**src/rtl/rgb_hsl_color_classifier_top_defines.svh**
```systemverilog
// ============================================================================
// RGB to HSL color classifier - assertion macros
// Concurrent checks clocked on clk and disabled while rst_n is low.
// ============================================================================
`ifndef RGB_HSL_COLOR_CLASSIFIER_TOP_DEFINES_SVH
`define RGB_HSL_COLOR_CLASSIFIER_TOP_DEFINES_SVH

// Same-cycle implication
`define RHC_ASSERT_SAME(label, cond, conseq, msg) \
    label: assert property (@(posedge clk) disable iff (!rst_n) (cond) |-> (conseq)) \
        else $error(msg);

// Next-cycle implication
`define RHC_ASSERT_NEXT(label, cond, conseq, msg) \
    label: assert property (@(posedge clk) disable iff (!rst_n) (cond) |=> (conseq)) \
        else $error(msg);

`endif

```
**src/rtl/rhc_pkg.sv**
```systemverilog
// ============================================================================
// RGB to HSL color classifier - package
// Field widths, class codes and fixed thresholds of the classifier.
// ============================================================================
package rhc_pkg;

    // field widths
    localparam int CH_W   = 8;
    localparam int CLS_W  = 4;
    localparam int HUE_W  = 15;
    localparam int PCT_W  = 13;

    // internal widths: hue sector numerator over 60, its 60x, and d*100
    localparam int K_W    = 11;
    localparam int HNUM_W = 17;
    localparam int PNUM_W = 15;

    // color class codes
    localparam logic [CLS_W-1:0] CLS_BLACK   = 4'd0;
    localparam logic [CLS_W-1:0] CLS_WHITE   = 4'd1;
    localparam logic [CLS_W-1:0] CLS_GRAY    = 4'd2;
    localparam logic [CLS_W-1:0] CLS_RED     = 4'd3;
    localparam logic [CLS_W-1:0] CLS_YELLOW  = 4'd4;
    localparam logic [CLS_W-1:0] CLS_GREEN   = 4'd5;
    localparam logic [CLS_W-1:0] CLS_CYAN    = 4'd6;
    localparam logic [CLS_W-1:0] CLS_BLUE    = 4'd7;
    localparam logic [CLS_W-1:0] CLS_MAGENTA = 4'd8;

    // lightness 20% and 80% expressed on s = max + min (s / 5.1)
    localparam logic [CH_W:0] S_BLACK_LIM = 9'd102;
    localparam logic [CH_W:0] S_WHITE_LIM = 9'd408;

endpackage

```
**src/rtl/rhc_divider.sv**
```systemverilog
// ============================================================================
// RHC pipelined divider
// Restoring division, one quotient bit per register stage. The caller
// guarantees num < den * 2^QUO_W, so only QUO_W steps are needed.
// ============================================================================
module rhc_divider #(
    parameter int NUM_W = 23,
    parameter int DEN_W = 8,
    parameter int QUO_W = 15
) (
    input  logic             clk,
    input  logic [QUO_W:0]   adv,
    input  logic [NUM_W-1:0] num,
    input  logic [DEN_W-1:0] den,
    output logic [QUO_W-1:0] quo
);

    localparam int HI_W = NUM_W - QUO_W;

    logic [DEN_W-1:0] rem_reg  [0:QUO_W];
    logic [QUO_W-1:0] work_reg [0:QUO_W];
    logic [DEN_W-1:0] den_reg  [0:QUO_W];

    // initial partial remainder: dividend bits above the quotient field
    logic [HI_W+DEN_W-1:0] hi_ext;
    assign hi_ext = {{DEN_W{1'b0}}, num[NUM_W-1:QUO_W]};

    // load stage
    always_ff @(posedge clk)
    begin
        if (adv[0])
        begin
            rem_reg[0]  <= hi_ext[DEN_W-1:0];
            work_reg[0] <= num[QUO_W-1:0];
            den_reg[0]  <= den;
        end
    end

    // one compare/subtract per stage; quotient bits shift into work
    for (genvar j = 1; j <= QUO_W; j++)
    begin : g_step
        logic [DEN_W:0]   trial;
        logic             ge;
        logic [DEN_W:0]   diff;
        logic [DEN_W-1:0] rem_next;
        logic [QUO_W-1:0] work_next;

        always_comb
        begin
            trial     = {rem_reg[j-1], work_reg[j-1][QUO_W-1]};
            diff      = trial - {1'b0, den_reg[j-1]};
            ge        = (trial >= {1'b0, den_reg[j-1]});
            rem_next  = ge ? diff[DEN_W-1:0] : trial[DEN_W-1:0];
            work_next = {work_reg[j-1][QUO_W-2:0], ge};
        end

        always_ff @(posedge clk)
        begin
            if (adv[j])
            begin
                rem_reg[j]  <= rem_next;
                work_reg[j] <= work_next;
                den_reg[j]  <= den_reg[j-1];
            end
        end
    end

    assign quo = work_reg[QUO_W];

endmodule

```
**src/rtl/rgb_hsl_color_classifier_top.sv**
```systemverilog
// ============================================================================
// RGB to HSL color classifier - top level
// Converts an 8-bit RGB pixel to fixed-point HSL and a nine-way color class.
// ============================================================================
// One pixel per clock sustained while out_stall is low. The path holds
// FRAC_BITS + 13 register stages between the edge that accepts an input
// transaction and the output registers that take its result, in order: an input
// register, one stage that sorts the channels, one stage that classifies and
// loads the dividers, FRAC_BITS + 9 divider stages (hue and saturation each
// come from a restoring divider that settles one quotient bit per stage;
// lightness is a reciprocal multiply in the classify stage, delayed alongside),
// and the output register. The pipeline closes bubbles, so in_stall rises
// only when every stage holds a pixel and out_stall is high.
module rgb_hsl_color_classifier_top #(
    parameter int FRAC_BITS = 6
) (
    input  logic                        clk,
    input  logic                        rst_n,
    input  logic                        in_valid,
    output logic                        in_stall,
    input  logic [rhc_pkg::CH_W-1:0]    red,
    input  logic [rhc_pkg::CH_W-1:0]    green,
    input  logic [rhc_pkg::CH_W-1:0]    blue,
    output logic                        out_valid,
    input  logic                        out_stall,
    output logic [rhc_pkg::CLS_W-1:0]   color_class,
    output logic [rhc_pkg::HUE_W-1:0]   hue,
    output logic [rhc_pkg::PCT_W-1:0]   saturation,
    output logic [rhc_pkg::PCT_W-1:0]   lightness
);

    import rhc_pkg::*;

`include "rgb_hsl_color_classifier_top_defines.svh"

    // quotient bits: hue below 512 * 2^F, percentages below 128 * 2^F
    localparam int QW     = 9 + FRAC_BITS;
    localparam int HNUM_N = HNUM_W + FRAC_BITS;
    localparam int PNUM_N = PNUM_W + FRAC_BITS;
    localparam int NS     = QW + 4;
    localparam int BLACK_LGT = 20 << FRAC_BITS;
    // lightness reciprocal: ceil(50 * 2^(F+17) / 255), 17 bits keep s <= 510 exact
    localparam longint LGT_M  = ((longint'(50) << (FRAC_BITS + 17)) + 254) / 255;
    localparam int     LGT_PW = QW + 17;

    // ------------------------------------------------------------------
    // stage occupancy and flow control
    // ------------------------------------------------------------------
    logic [NS-1:0] v_reg;
    logic [NS:0]   ready;

    assign ready[NS] = !out_stall;
    for (genvar i = 0; i < NS; i++)
    begin : g_ready
        assign ready[i] = !v_reg[i] || ready[i+1];
    end

    assign in_stall  = !ready[0];
    assign out_valid = v_reg[NS-1];

    always_ff @(posedge clk or negedge rst_n)
    begin
        if (!rst_n)
        begin
            v_reg <= '0;
        end
        else
        begin
            if (ready[0])
            begin
                v_reg[0] <= in_valid;
            end
            for (int i = 1; i < NS; i++)
            begin
                if (ready[i])
                begin
                    v_reg[i] <= v_reg[i-1];
                end
            end
        end
    end

    // ------------------------------------------------------------------
    // stage 0: input register
    // ------------------------------------------------------------------
    logic [CH_W-1:0] red_reg, green_reg, blue_reg;

    always_ff @(posedge clk)
    begin
        if (ready[0])
        begin
            red_reg   <= red;
            green_reg <= green;
            blue_reg  <= blue;
        end
    end

    // ------------------------------------------------------------------
    // stage 1: max/min, chroma, sum, saturation divisor, hue numerator / 60
    // ------------------------------------------------------------------
    logic            r_max, g_max;
    logic [CH_W-1:0] mx, mn;
    logic [CH_W-1:0] d_next;
    logic [CH_W:0]   s_next;
    logic [CH_W:0]   den_full;
    logic [CH_W-1:0] den_next;
    logic [11:0]     k_full;
    logic [11:0]     r12, g12, b12, d12;

    always_comb
    begin
        r_max    = (red_reg >= green_reg) && (red_reg >= blue_reg);
        g_max    = !r_max && (green_reg >= blue_reg);
        mx       = r_max ? red_reg : (g_max ? green_reg : blue_reg);
        mn       = red_reg;
        if (green_reg < mn)
        begin
            mn = green_reg;
        end
        if (blue_reg < mn)
        begin
            mn = blue_reg;
        end
        d_next   = mx - mn;
        s_next   = {1'b0, mx} + {1'b0, mn};
        den_full = (s_next < 9'd255) ? s_next : (9'd510 - s_next);
        den_next = den_full[CH_W-1:0];
        r12      = {4'b0, red_reg};
        g12      = {4'b0, green_reg};
        b12      = {4'b0, blue_reg};
        d12      = {4'b0, d_next};
        // hue numerator is 60 * k; intermediate wrap is fine, k ends >= 0
        if (r_max)
        begin
            k_full = (green_reg >= blue_reg) ? (g12 - b12) : (12'd6 * d12 + g12 - b12);
        end
        else if (g_max)
        begin
            k_full = 12'd2 * d12 + b12 - r12;
        end
        else
        begin
            k_full = 12'd4 * d12 + r12 - g12;
        end
    end

    logic [CH_W-1:0] d_reg, den_reg;
    logic [CH_W:0]   s_reg;
    logic [K_W-1:0]  k_reg;

    always_ff @(posedge clk)
    begin
        if (ready[1])
        begin
            d_reg   <= d_next;
            s_reg   <= s_next;
            den_reg <= den_next;
            k_reg   <= k_full[K_W-1:0];
        end
    end

    // ------------------------------------------------------------------
    // stage 2: class decision and divider operands
    // ------------------------------------------------------------------
    logic [CLS_W-1:0]  cls_next;
    logic [11:0]       k2, dd;
    logic [HNUM_W-1:0] hnum;
    logic [PNUM_W-1:0] d100;
    logic [HNUM_N-1:0] hue_num;
    logic [PNUM_N-1:0] sat_num;
    logic [LGT_PW-1:0] lgt_prod;

    always_comb
    begin
        k2 = {k_reg, 1'b0};
        dd = {4'b0, d_reg};
        if (s_reg < S_BLACK_LIM)
        begin
            cls_next = CLS_BLACK;
        end
        else if (s_reg > S_WHITE_LIM)
        begin
            cls_next = CLS_WHITE;
        end
        else if ((d_reg == '0) || ({d_reg, 2'b0} < {2'b0, den_reg}))
        begin
            cls_next = CLS_GRAY;
        end
        // sector edges at 30 + 60n degrees: 2k against odd multiples of d
        else if (k2 < dd)
        begin
            cls_next = CLS_RED;
        end
        else if (k2 < 12'd3 * dd)
        begin
            cls_next = CLS_YELLOW;
        end
        else if (k2 < 12'd5 * dd)
        begin
            cls_next = CLS_GREEN;
        end
        else if (k2 < 12'd7 * dd)
        begin
            cls_next = CLS_CYAN;
        end
        else if (k2 < 12'd9 * dd)
        begin
            cls_next = CLS_BLUE;
        end
        else if (k2 < 12'd11 * dd)
        begin
            cls_next = CLS_MAGENTA;
        end
        else
        begin
            cls_next = CLS_RED;
        end
    end

    assign hnum    = HNUM_W'(k_reg) * HNUM_W'(60);
    assign d100    = PNUM_W'(d_reg) * PNUM_W'(100);
    assign hue_num = HNUM_N'(hnum) << FRAC_BITS;
    assign sat_num = PNUM_N'(d100) << FRAC_BITS;

    // lightness: s * 100 / 510 = s * 50 / 255, by reciprocal multiply
    assign lgt_prod = LGT_PW'(s_reg) * LGT_PW'(LGT_M);

    // ------------------------------------------------------------------
    // dividers, stages 2 .. QW+2
    // ------------------------------------------------------------------
    logic [QW-1:0] hue_q, sat_q, lgt_q;

    rhc_divider #(
        .NUM_W (HNUM_N),
        .DEN_W (CH_W),
        .QUO_W (QW)
    ) u_hue_div (
        .clk (clk),
        .adv (ready[QW+2:2]),
        .num (hue_num),
        .den (d_reg),
        .quo (hue_q)
    );

    rhc_divider #(
        .NUM_W (PNUM_N),
        .DEN_W (CH_W),
        .QUO_W (QW)
    ) u_sat_div (
        .clk (clk),
        .adv (ready[QW+2:2]),
        .num (sat_num),
        .den (den_reg),
        .quo (sat_q)
    );

    // class, achromatic flag and lightness ride alongside the divider stages
    logic [CLS_W-1:0] cls_reg     [0:QW];
    logic             dz_reg      [0:QW];
    logic [QW-1:0]    lgt_dly_reg [0:QW];

    always_ff @(posedge clk)
    begin
        if (ready[2])
        begin
            cls_reg[0]     <= cls_next;
            dz_reg[0]      <= (d_reg == '0);
            lgt_dly_reg[0] <= lgt_prod[LGT_PW-1:17];
        end
        for (int j = 1; j <= QW; j++)
        begin
            if (ready[2+j])
            begin
                cls_reg[j]     <= cls_reg[j-1];
                dz_reg[j]      <= dz_reg[j-1];
                lgt_dly_reg[j] <= lgt_dly_reg[j-1];
            end
        end
    end

    assign lgt_q = lgt_dly_reg[QW];

    // ------------------------------------------------------------------
    // output register: fields masked to their port widths
    // ------------------------------------------------------------------
    logic [QW+HUE_W-1:0] hue_ext;
    logic [QW+PCT_W-1:0] sat_ext, lgt_ext;
    logic [CLS_W-1:0]    cls_out_reg;
    logic [HUE_W-1:0]    hue_reg;
    logic [PCT_W-1:0]    sat_reg, lgt_reg;

    assign hue_ext = {{HUE_W{1'b0}}, hue_q};
    assign sat_ext = {{PCT_W{1'b0}}, sat_q};
    assign lgt_ext = {{PCT_W{1'b0}}, lgt_q};

    always_ff @(posedge clk)
    begin
        if (ready[NS-1])
        begin
            cls_out_reg <= cls_reg[QW];
            hue_reg     <= dz_reg[QW] ? '0 : hue_ext[HUE_W-1:0];
            sat_reg     <= dz_reg[QW] ? '0 : sat_ext[PCT_W-1:0];
            lgt_reg     <= lgt_ext[PCT_W-1:0];
        end
    end

    assign color_class = cls_out_reg;
    assign hue         = hue_reg;
    assign saturation  = sat_reg;
    assign lightness   = lgt_reg;

    // ------------------------------------------------------------------
    // assertions
    // ------------------------------------------------------------------
    `RHC_ASSERT_SAME(a_stall_only_full, in_stall, out_valid && out_stall && (&v_reg), "input stalled while pipeline has room")
    `RHC_ASSERT_NEXT(a_accept_loads, in_valid && !in_stall, v_reg[0] && (red_reg == $past(red)) && (blue_reg == $past(blue)), "accepted pixel not captured")
    `RHC_ASSERT_SAME(a_black_dark, out_valid && (color_class == CLS_BLACK), lightness < BLACK_LGT, "black class with lightness at or above 20%")
    `RHC_ASSERT_SAME(a_class_range, out_valid, color_class <= CLS_MAGENTA, "class code out of range")

endmodule
```
**config.mk**
```make
export PLATFORM = sky130hd
export DESIGN_NAME = rgb_hsl_color_classifier_top
export DESIGN_NICKNAME = d
export VERILOG_FILES = /design/src/rtl/rhc_pkg.sv /design/src/rtl/rhc_divider.sv /design/src/rtl/rgb_hsl_color_classifier_top.sv
export VERILOG_INCLUDE_DIRS = /design/src /design/src/rtl
export SDC_FILE = /design/constraint.sdc
export NUM_CORES = 2
export LEC_CHECK = 0
export BUFFER_PORTS_ARGS = -buffer_cell sky130_fd_sc_hd__buf_2
export CORE_ASPECT_RATIO = 1.75
export CORE_MARGIN = 10
export CORE_UTILIZATION = 45
export CTS_BUF_LIST = sky130_fd_sc_hd__clkbuf_8
export CTS_CLUSTER_DIAMETER = 100
export DETAILED_ROUTE_END_ITERATION = 7
export PLACE_DENSITY = 0.71
export SETUP_SLACK_MARGIN = 0.2
export SLEW_MARGIN = 20
export SYNTH_ARGS = -nofsm -noshare
export SYNTH_HDL_FRONTEND = slang
export SYNTH_SLANG_ARGS = --single-unit
```
**constraint.sdc**
```tcl
create_clock -name clk -period 24.7 [get_ports clk]
set_input_delay 2.47 -clock clk [delete_from_list [all_inputs] [get_ports clk]]
set_output_delay 2.47 -clock clk [all_outputs]
set_load 0.05 [all_outputs]
```
==> impl_metrics.ini <==
[setup_path]
cp-start-kind = register
crit_slowest_cell = xnor2_1
crit_path_frequent_cell = a21o_1
end_kind = register
critPathKind = reg2reg
worst-path-max-fanout = 11
required_ns = 25.36
worstPathArrival_ns = 10.29
cp_slowest_stage_delay_ns = 0.61

[timing]
fmax_mhz = 104
period_share_pct = 39.0
worst_slack_ns = 15.07
clock_skew_ns = 0.0677
setup-violations-final = 0
rsz0062_at_grt = no
fin_crit_ns = 9.63
drv_slew = 0
tns_ns = 0
hold_viol = 0
worst_pin_slew_ns = 1.05
slew_headroom_pct = 30.1

[drt]
ant_nets = 0
vias_per_cell = 5.16
drc = 0
first_pass_iters = 6
drt_wl_total_mm = 113
dr_total_vias = 32243
drt_iter0_markers = 1186
wl_per_cell_um = 18.0

[min_path]
hold_path_class = reg2reg

[cts]
clock_sinks = 1122
ctsResizeCount = 0
clock_tree.root_cell = clkbuf_8
clock_latency_ns = 0.85
cts_made_buffers = 158
ctsHoldBuffers = 0
htree_levels = 4
clk_pin_slew_ns = 0.06
cts_tree = yes
post_cts.repair.setup_buffers = 0
clockBufferDepth = 3

[floorplan]
ios = 75
die_y_um = 492
core-area_mm2 = 0.127
die_w_um = 290
initial_core_util_pct = 45.2
num_rows = 173
die_area_mm2 = 0.142

[logic_synthesis]
ys.flop_type = edfxtp_1
synthesis.nets = 4919
synthTopCellsByCount = 1103 x edfxtp_1, 574 x inv_1, 549 x ha_1
async_reset_ff_share_pct = 1.69
yosysSeqAreaShare_pct = 58.7
avgSynthCellArea_um2 = 13.5
synth_top_area_share_pct = 57.9
synthDistinctLibCells = 74
syn_area_mm2 = 0.0572
synth.most_common_cell = edfxtp_1
yosys.area.top_type = edfxtp_1
synth_cells = 4223
ys_ff_latch = 1122
synth_enable_flop_cells = 1103
synth_warnings = 0
synthTopCellsByArea = edfxtp_1 58%, ha_1 12%, fa_1 4.2%

[place]
placed_cells = 5963
hpwl_mm = 88.9
io_buffers = 74
routabilityCongestion = 0.923
dpl_worst_slack_ns = 15.03

[grt]
grt_usage_pct = 15.9
grt_max_degree = 77
antenna_found_initial = 1
top_usage_layer = met2
grt_remaining_overflow = 0
groute.layer.met2.usage_pct = 34.2
grt_pass1_wl_mm = 176
met1_usage_pct = 11.9
grt_pass1_vias = 34953
met3_usage_pct = 2.59

[final_layout]
fill_cells = 10682
largest_reg_flops = 208
fin_cells = 6246
synthToLayoutAreaGrowth_pct = 9.59
nets = 5157
drive_gt1_share_pct = 11.2

[outcome]
status = finished clean

[job]
max_cap_viol_count = 0
[cell type report]
| cell class | instances | area (um^2) | share of cell area, % |
|---|---|---|---|
| diodes | 2 | 5.00 | 0.00798 |
| clock buffers | 168 | 2310 | 3.69 |
| clock inverters | 113 | 607 | 0.968 |
| inverters | 574 | 2150 | 3.44 |
| multi-input cells | 2506 | 21400 | 34.1 |
| flip-flops and latches | 1122 | 33600 | 53.6 |
| well taps | 1662 | 2080 | 3.32 |
| repair buffers | 99 | 558 | 0.890 |
[per-layer routing]
metal	up-vias	wire length, um
li1	15648	-
met1	15738	32900
met2	549	69300
met3	308	3140
met4	0	7370
met5	-	0
[cells in the final DEF, fill, tap and decap left out, types with 7 or more instances in the layout]
cell / Yosys / routed
xnor2_1: 133 / 133
a211oi_1: 12 / 12
or3_1: 9 / 9
o21bai_1: 18 / 18
o21ai_0: 190 / 190
clkinv_1: 0 / 28
buf_2: 1 / 74
a311oi_1: 26 / 26
and3_1: 18 / 18
a31o_2: 7 / 7
and2_1: 20 / 20
a21oi_1: 141 / 141
nor3_1: 35 / 35
mux2i_1: 76 / 76
xor2_1: 50 / 50
inv_1: 574 / 617
nand3_1: 44 / 42
a21boi_0: 63 / 63
or2_2: 14 / 14
buf_4: 1 / 25
nand4_1: 51 / 51
fa_1: 119 / 119
clkinv_2: 0 / 20
dfrtp_1: 19 / 19
nand2b_1: 58 / 58
nand2_1: 114 / 107
a21o_1: 64 / 64
clkbuf_8: 0 / 168
mux2_2: 142 / 142
o21a_1: 40 / 40
nor2_1: 302 / 302
a22oi_2: 23 / 23
ha_1: 549 / 549
nor2b_1: 98 / 98
edfxtp_1: 1103 / 1103
a31oi_1: 8 / 8
inv_2: 0 / 7
[worst paths after layout]
| kind | end | slack (ns) | cells after the start | from |
|---|---|---|---|---|
| setup / recovery | k_reg[10]$_DFFE_PP_ | 15.07 | 35 | red_reg[5]$_DFFE_PN_ |
| hold / removal | lgt_dly_reg[1][11]$_DFFE_PP_ | 0.37 | 0 | lgt_dly_reg[0][11]$_DFFE_PP_ |
| setup reg to reg | k_reg[10]$_DFFE_PP_ | 15.07 | 35 | red_reg[5]$_DFFE_PN_ |
| hold reg to reg | lgt_dly_reg[1][11]$_DFFE_PP_ | 0.37 | 0 | lgt_dly_reg[0][11]$_DFFE_PP_ |
| max in group asynchronous | v_reg[11]$_DFFE_PN0P_ | 22.67 | 1 | rst_n |
| min in group asynchronous | v_reg[18]$_DFFE_PN0P_ | 1.63 | 1 | rst_n |
[worst max-delay path, delay by kind of cell (launching register included)]
family,cells,cell delay [ns]
AND/OR/NAND/NOR,6,1.44
buffers and inverters,1,0.13
flip-flops,1,0.46
adder cells (fa/ha/maj),6,2.04
multiplexers,1,0.43
AO/OA/AOI/OAI,18,3.97
XOR/XNOR,3,0.95
[logic make-up after synthesis]
family	count (synthesis)	share of synthesized area (%)
AOI/OAI and AO/OA	650	7.48
xor gates and xnor gates	184	2.83
adders and majority gates	668	16.2
buffers and inverters	595	3.98
DFF	1122	58.7
muxes	218	4.12
and+or+nand+nor	786	6.68
[metrics by stage]
step | utilization [%] | hold WS (ns) | instance area (um^2)
2_1_floorplan | - | 0.400 | 57200
3_5_place_dp | 47.2 | 0.405 | 59800
3_3_place_gp | 47.2 | 0.400 | 59800
6_report | 49.5 | 0.366 | 62700
4_1_cts | 49.5 | 0.359 | 62700
5_1_grt | 49.5 | 0.383 | 62700
Power is left out: the tool's default activity adds up to more than one toggle a clock period on the data nets, which glitch-free logic cannot reach.
